--- src/design/unimodular_basis_completion_core_macros.svh ---
// Assertion macros used by the unimodular basis completion core.
`ifndef UNIMODULAR_BASIS_COMPLETION_CORE_MACROS_SVH
`define UNIMODULAR_BASIS_COMPLETION_CORE_MACROS_SVH

`ifndef NO_ASSERTIONS
`define UBC_ASSERT_SAME(label, clk, rstn, ante, cons) \
    label: assert property (@(posedge clk) disable iff (!rstn) (ante) |-> (cons)) \
        else $error("assertion failed in unimodular_basis_completion_core");
`define UBC_ASSERT_NEXT(label, clk, rstn, ante, cons) \
    label: assert property (@(posedge clk) disable iff (!rstn) (ante) |=> (cons)) \
        else $error("assertion failed in unimodular_basis_completion_core");
`else
`define UBC_ASSERT_SAME(label, clk, rstn, ante, cons)
`define UBC_ASSERT_NEXT(label, clk, rstn, ante, cons)
`endif

`endif

--- src/design/ubc_pkg.sv ---
// Types and constants of the unimodular basis completion core.
package ubc_pkg;

    localparam int DATA_WIDTH = 32;
    localparam int CNT_WIDTH  = $clog2(DATA_WIDTH);

    typedef struct packed {
        logic signed [DATA_WIDTH-1:0] first_value;
        logic signed [DATA_WIDTH-1:0] second_value;
    } in_word_t;

    typedef struct packed {
        logic signed [DATA_WIDTH-1:0] coef_c;
        logic signed [DATA_WIDTH-1:0] coef_d;
        logic                         status;
    } out_word_t;

    localparam logic STATUS_OK            = 1'b0;
    localparam logic STATUS_NOT_PRIMITIVE = 1'b1;

    typedef enum logic [2:0] {
        ST_IDLE,
        ST_CHECK,
        ST_DIV,
        ST_UPDATE,
        ST_FINISH
    } state_t;

endpackage

--- src/design/unimodular_basis_completion_core.sv ---
// After an input word is accepted, ST_CHECK, ST_DIV and ST_UPDATE repeat once per Euclid step
// until the remainder is zero; ST_FINISH then registers the result and raises m_valid.
// The shared restoring divider produces one quotient bit per cycle.
// s_ready comes back with m_valid, so a new word is taken only once the previous result is registered.
// Reset (aresetn low, synchronous) returns the sequencer to idle and drops m_valid.
`include "unimodular_basis_completion_core_macros.svh"

module unimodular_basis_completion_core (
    input  logic                aclk,
    input  logic                aresetn,
    input  logic                s_valid,
    output logic                s_ready,
    input  ubc_pkg::in_word_t   s_data,
    output logic                m_valid,
    input  logic                m_ready,
    output ubc_pkg::out_word_t  m_data
);
    import ubc_pkg::*;

    localparam int W = DATA_WIDTH;

    state_t                state_reg, state_next;
    logic                  m_valid_reg, m_valid_next;
    out_word_t             m_data_reg, m_data_next;

    logic                  pr_sign_reg, pr_sign_next;
    logic                  cr_sign_reg, cr_sign_next;
    logic [W-1:0]          pr_mag_reg, pr_mag_next;
    logic [W-1:0]          cr_mag_reg, cr_mag_next;
    logic [W-1:0]          px_reg, px_next, cx_reg, cx_next;
    logic [W-1:0]          py_reg, py_next, cy_reg, cy_next;
    logic [W-1:0]          rem_reg, rem_next;
    logic [W-1:0]          num_reg, num_next;
    logic [W-1:0]          accx_reg, accx_next, accy_reg, accy_next;
    logic [CNT_WIDTH-1:0]  cnt_reg, cnt_next;

    logic [W:0]            shifted;
    logic [W:0]            diff;
    logic                  take;
    logic                  q_neg;
    logic [W-1:0]          a_bits, b_bits;
    logic [W-1:0]          fx, fy;
    logic                  div_phase;
    logic                  err_word;
    logic                  err_zero;

    assign s_ready = (state_reg == ST_IDLE);
    assign m_valid = m_valid_reg;
    assign m_data  = m_data_reg;

    // One restoring division step; the quotient bit also drives the Horner
    // accumulation of |q|*cx and |q|*cy, so no multiplier is needed.
    assign shifted = {rem_reg, num_reg[W-1]};
    assign diff    = shifted - {1'b0, cr_mag_reg};
    assign take    = ~diff[W];
    assign q_neg   = pr_sign_reg ^ cr_sign_reg;

    assign a_bits  = s_data.first_value;
    assign b_bits  = s_data.second_value;

    // A last remainder of -1 flips the sign of both coefficients.
    assign fx = pr_sign_reg ? (W'(0) - px_reg) : px_reg;
    assign fy = pr_sign_reg ? (W'(0) - py_reg) : py_reg;

    assign div_phase = (state_reg == ST_DIV) || (state_reg == ST_UPDATE);
    assign err_word  = m_valid_reg && (m_data_reg.status == STATUS_NOT_PRIMITIVE);
    assign err_zero  = (m_data_reg.coef_c == W'(0)) && (m_data_reg.coef_d == W'(0));

    always_ff @(posedge aclk) begin
        if (!aresetn) begin
            state_reg   <= ST_IDLE;
            m_valid_reg <= 1'b0;
        end else begin
            state_reg   <= state_next;
            m_valid_reg <= m_valid_next;
        end
    end

    always_ff @(posedge aclk) begin
        m_data_reg  <= m_data_next;
        pr_sign_reg <= pr_sign_next;
        cr_sign_reg <= cr_sign_next;
        pr_mag_reg  <= pr_mag_next;
        cr_mag_reg  <= cr_mag_next;
        px_reg      <= px_next;
        cx_reg      <= cx_next;
        py_reg      <= py_next;
        cy_reg      <= cy_next;
        rem_reg     <= rem_next;
        num_reg     <= num_next;
        accx_reg    <= accx_next;
        accy_reg    <= accy_next;
        cnt_reg     <= cnt_next;
    end

    always_comb begin
        state_next   = state_reg;
        m_valid_next = m_valid_reg && !m_ready;
        m_data_next  = m_data_reg;
        pr_sign_next = pr_sign_reg;
        cr_sign_next = cr_sign_reg;
        pr_mag_next  = pr_mag_reg;
        cr_mag_next  = cr_mag_reg;
        px_next      = px_reg;
        cx_next      = cx_reg;
        py_next      = py_reg;
        cy_next      = cy_reg;
        rem_next     = rem_reg;
        num_next     = num_reg;
        accx_next    = accx_reg;
        accy_next    = accy_reg;
        cnt_next     = cnt_reg;

        case (state_reg)
            ST_IDLE: begin
                if (s_valid) begin
                    pr_sign_next = a_bits[W-1];
                    pr_mag_next  = a_bits[W-1] ? (W'(0) - a_bits) : a_bits;
                    cr_sign_next = b_bits[W-1];
                    cr_mag_next  = b_bits[W-1] ? (W'(0) - b_bits) : b_bits;
                    px_next      = W'(1);
                    cx_next      = W'(0);
                    py_next      = W'(0);
                    cy_next      = W'(1);
                    state_next   = ST_CHECK;
                end
            end
            ST_CHECK: begin
                if (cr_mag_reg == W'(0)) begin
                    state_next = ST_FINISH;
                end else begin
                    rem_next   = W'(0);
                    num_next   = pr_mag_reg;
                    accx_next  = W'(0);
                    accy_next  = W'(0);
                    cnt_next   = '0;
                    state_next = ST_DIV;
                end
            end
            ST_DIV: begin
                rem_next  = take ? diff[W-1:0] : shifted[W-1:0];
                num_next  = {num_reg[W-2:0], 1'b0};
                accx_next = {accx_reg[W-2:0], 1'b0} + (take ? cx_reg : W'(0));
                accy_next = {accy_reg[W-2:0], 1'b0} + (take ? cy_reg : W'(0));
                cnt_next  = cnt_reg + CNT_WIDTH'(1);
                if (cnt_reg == CNT_WIDTH'(W - 1)) begin
                    state_next = ST_UPDATE;
                end
            end
            ST_UPDATE: begin
                // The truncated remainder carries the sign of the dividend.
                pr_sign_next = cr_sign_reg;
                pr_mag_next  = cr_mag_reg;
                cr_sign_next = pr_sign_reg;
                cr_mag_next  = rem_reg;
                px_next      = cx_reg;
                py_next      = cy_reg;
                cx_next      = q_neg ? (px_reg + accx_reg) : (px_reg - accx_reg);
                cy_next      = q_neg ? (py_reg + accy_reg) : (py_reg - accy_reg);
                state_next   = ST_CHECK;
            end
            ST_FINISH: begin
                if (!m_valid_reg || m_ready) begin
                    m_valid_next = 1'b1;
                    if (pr_mag_reg == W'(1)) begin
                        m_data_next.coef_c = W'(0) - fy;
                        m_data_next.coef_d = fx;
                        m_data_next.status = STATUS_OK;
                    end else begin
                        m_data_next.coef_c = '0;
                        m_data_next.coef_d = '0;
                        m_data_next.status = STATUS_NOT_PRIMITIVE;
                    end
                    state_next = ST_IDLE;
                end
            end
            default: begin
                state_next = ST_IDLE;
            end
        endcase
    end

    `UBC_ASSERT_SAME(a_div_nonzero, aclk, aresetn, state_reg == ST_DIV, cr_mag_reg != W'(0))
    `UBC_ASSERT_SAME(a_rem_below_div, aclk, aresetn, div_phase, rem_reg < cr_mag_reg)
    `UBC_ASSERT_NEXT(a_busy_after_accept, aclk, aresetn, s_valid && s_ready, !s_ready)
    `UBC_ASSERT_SAME(a_error_zero, aclk, aresetn, err_word, err_zero)

endmodule

--- config.mk ---
export PLATFORM = sky130hd
export DESIGN_NAME = unimodular_basis_completion_core
export DESIGN_NICKNAME = d
export VERILOG_FILES = /design/src/design/ubc_pkg.sv /design/src/design/unimodular_basis_completion_core.sv
export VERILOG_INCLUDE_DIRS = /design/src /design/src/design
export SDC_FILE = /design/constraint.sdc
export NUM_CORES = 1
export LEC_CHECK = 0
export BUFFER_PORTS_ARGS = -buffer_cell sky130_fd_sc_hd__buf_2
export CORE_ASPECT_RATIO = 1.2
export CORE_MARGIN = 4
export CORE_UTILIZATION = 65
export CTS_BUF_LIST = sky130_fd_sc_hd__clkbuf_2 sky130_fd_sc_hd__clkbuf_4 sky130_fd_sc_hd__clkbuf_8
export DETAILED_ROUTE_END_ITERATION = 10
export GPL_TIMING_DRIVEN = 1
export PLACE_DENSITY = 0.84
export SYNTH_ARGS = -nofsm -noshare
export SYNTH_HDL_FRONTEND = slang
export SYNTH_SLANG_ARGS = --single-unit
--- constraint.sdc ---
create_clock -name aclk -period 15.4 [get_ports aclk]
set_input_delay 3.08 -clock aclk [delete_from_list [all_inputs] [get_ports aclk]]
set_output_delay 3.08 -clock aclk [all_outputs]
set_load 0.05 [all_outputs]
==> impl_metrics.yaml <==
run_status:
  status: "finished clean"
global_route:
  antenna_found_initial: 0
  grt_max_degree: 89
  grt_pass1_vias: 23106
  grtUsageTotal_pct: 30.1
  grt_overflow: 0
  grt_pass1_wl_um: 116000
clock_network:
  cts_tree: "built"
  htreeDepth: 2
  numCtsBuffers: 61
  post_cts_hold_buffer_count: 0
  clockBufferDepth: 3
  cts_setup_buffers: 0
  postCtsResizedCells: 0
  cts.sinks: 396
  cts_root_buf: "clkbuf_8"
  path_clk_slew_ns: 0.06
  insertion_delay_ns: 0.64
flow_run:
  maxCapViolations: 0
power_and_ir_drop:
  ir_worst_vdd_mv: 0.0648
  p_leak_uw: 0.0125
  power_density_nw_per_um2: 112
worst_setup_path:
  crit_type: "reg2reg"
  path_max_fanout: 57
  cp-end-kind: "register"
  cp.required_ns: 15.76
  reg2reg_to: "accx_reg[29]$_SDFFCE_PN0P_"
  worstReg2RegStart: "num_reg[31]$_DFFE_PP_"
  crit_arrival_ns: 6.86
  ff2ff_path_depth: 22
  reg2reg_setup_slack_ns: 8.90
  critPathLaunchType: "register"
synthesis:
  ys_seq_elements: 396
  ys_warn_count: 0
  synth-seq-area-share_pct: 42.0
  syn-instance-count: 3000
  ys_types: 91
  ys.flop_type: "edfxtp_1"
  syn_area_um2: 28200
  synth_nets: 3235
  async_flop_share_pct: 0
  avgSynthCellArea_um2: 9.41
  synth_edf_count: 392
timing:
  rsz0062_at_grt: "no"
  fmax_ghz: 0.154
  fin_tns_setup_ns: 0
  hold_violations: 0
  slew_viol_final: 0
  clock_skew_ns: 0.0262
  timing.final.crit_share_pct: 42.2
  setup_violations: 0
  relSlewSlack_pct: 24.3
  finalWorstSetupSlack_ns: 8.90
  tightest_slew_ns: 1.14
  post-route-min-period_ns: 6.50
die:
  dieArea_um2: 46800
  rows: 83
  design.core.area_um2: 42900
  die_h_um: 236
  fp.dieW_um: 198
  start_util_pct: 65.8
  pin_count: 135
finish:
  final_layout_size_suffix_gt1_share_pct: 9.46
  nNetsFinal: 3330
  syn_to_final_growth_pct: 7.83
  fin_area_um2: 30400
  diodes: 0
  n_fill_cell: 3225
  largest_reg_flops: 65
  final_cells: 3691
drt:
  drc: 0
  routedWlPerCell_um: 19.6
  final_antenna_net_count: 0
  routed_wl_um: 72400
  drt_pass1_iterations: 6
  drtIter0Drc: 2162
  vias_per_cell: 6.42
  vias: 23696
placement:
  port_buffers: 134
  place_area_um2: 29300
  gp_routability_congestion: 0.978
  post-place-ws_ns: 9.04
  dp.cells: 3584
  dpl.hpwl_um: 53600
hold_path:
  hold_class: "reg2reg"
  hold_depth: 2
  worstHoldStart: "num_reg[7]$_DFFE_PP_"
  hold_end: "num_reg[8]$_DFFE_PP_"
how the worst max path moves through the flow:
stage	startpoint	to	cells past startpoint
2_1_floorplan	s_valid	cr_mag_reg[0]$_DFFE_PP_	2
3_3_place_gp	cr_mag_reg[0]$_DFFE_PP_	accx_reg[29]$_SDFFCE_PN0P_	21
3_5_place_dp	cr_mag_reg[0]$_DFFE_PP_	accx_reg[29]$_SDFFCE_PN0P_	21
4_1_cts	cr_mag_reg[0]$_DFFE_PP_	accx_reg[29]$_SDFFCE_PN0P_	21
5_1_grt	rem_reg[1]$_SDFFCE_PN0P_	accx_reg[26]$_SDFFCE_PN0P_	20
6_report	num_reg[31]$_DFFE_PP_	accx_reg[29]$_SDFFCE_PN0P_	22
worst max-delay path, cell delays in order (launching register included):
cell and delay, ns:
edfxtp_1 0.38, inv_1 0.07, ha_1 0.18, fa_1 0.23
nor2b_1 0.08, o31ai_2 0.32, a21oi_1 0.22, o2111ai_1 0.22
a21oi_1 0.11, or4b_1 0.60, nand3_2 0.51, buf_4 0.61
and3_1 0.28, ha_1 0.28, a2111oi_0 0.42, o21ai_1 0.22
a311oi_1 0.48, or3_1 0.22, o211ai_1 0.14, a21o_1 0.21
a21oi_1 0.19, xor2_1 0.17, nor2_1 0.06
cell usage in the layout (no fill, tap or decap), types with 26 or more instances in the layout:
master,count
nor3_1,58
nand3_1,60
and2_1,83
o21a_1,26
or3_1,52
inv_1,91
nor2_1,278
o31ai_1,44
ha_1,162
xnor2_1,136
nor4_1,32
a21o_1,96
nand4_1,26
edfxtp_1,392
xor2_1,175
nand2_1,321
and3_1,92
o21ai_0,199
a21oi_1,182
buf_2,134
clkbuf_8,62
synth_stat cells (8+ instances only):
cell type | count | area share (%)
edfxtp_1 | 392 | 42
nand2_1 | 321 | 4.3
nor2_1 | 280 | 3.7
o21ai_0 | 199 | 3.5
a21oi_1 | 183 | 3.2
xor2_1 | 176 | 5.5
ha_1 | 162 | 7.2
xnor2_1 | 137 | 4.3
clkbuf_1 | 98 | 1.3
a21o_1 | 97 | 2.6
and3_1 | 93 | 2.1
inv_1 | 91 | 1.2
and2_1 | 83 | 1.8
nand3_1 | 61 | 1.1
nor3_1 | 58 | 1.0
or3_1 | 52 | 1.2
o31ai_1 | 44 | 1.2
nor4_1 | 32 | 0.71
nand4_1 | 26 | 0.58
o21a_1 | 26 | 0.69
nor2b_1 | 24 | 0.53
nand2b_1 | 23 | 0.51
or4_1 | 22 | 0.59
a31oi_1 | 21 | 0.47
mux2i_1 | 21 | 0.74
o41ai_1 | 19 | 0.59
o21bai_1 | 18 | 0.48
o21ai_1 | 17 | 0.30
a211oi_1 | 15 | 0.40
buf_1 | 14 | 0.19
nor3b_1 | 11 | 0.29
o211ai_1 | 11 | 0.29
or2_2 | 11 | 0.24
a41oi_1 | 9 | 0.28
buf_2 | 9 | 0.16
a2111oi_0 | 8 | 0.25
o22ai_1 | 8 | 0.18
kinds of logic (layout without fill, tap and decap cells):
logic type / count (synthesis) / in the layout / share of synthesized area [%]
and+or+nand+nor: 1145 / 1145 / 20.2
DFF: 396 / 396 / 42.0
muxes: 22 / 22 / 0.785
xor gates and xnor gates: 314 / 314 / 9.77
buffers and inverters: 216 / 355 / 2.98
AOI/OAI and AO/OA: 740 / 740 / 16.7
adders and majority gates: 167 / 167 / 7.54
power by group:
part           leakage, µW  internal, µW  switching [µW]
clock network     0.000593           425             411
logic              0.00794           474             718
registers          0.00397          1300            88.1
metal layers:
metal | GRT usage (%) | vias to the layer above | share of wire (%)
met5 | 0 | - | 0
met4 | 13.2 | 0 | 4.6
met3 | 4.09 | 216 | 7.7
met2 | 51.0 | 1093 | 48
met1 | 38.5 | 11170 | 40
li1 | - | 11217 | -
area by class of cell:
cell class | instances | area [µm²] | share of cell area, %
Timing Repair Buffer | 156 | 836 | 2.75
Clock buffer | 85 | 1030 | 3.37
Tap cell | 552 | 691 | 2.27
Multi-Input combinational cell | 2388 | 15600 | 51.2
Inverter | 92 | 345 | 1.13
Clock inverter | 22 | 95.1 | 0.312
Sequential cell | 396 | 11900 | 38.9
through the flow:
step | util [%] | hold slack, ns | power, µW
global placement | 68.3 | 0.489 | 2520
finish | 70.9 | 0.513 | 3420
global route | 70.9 | 0.530 | 3600
detailed placement | 68.3 | 0.498 | 2570
floorplan | - | 0.484 | 2310
CTS | 70.9 | 0.515 | 3410
Note: power is estimated with default switching activity, not from simulation.
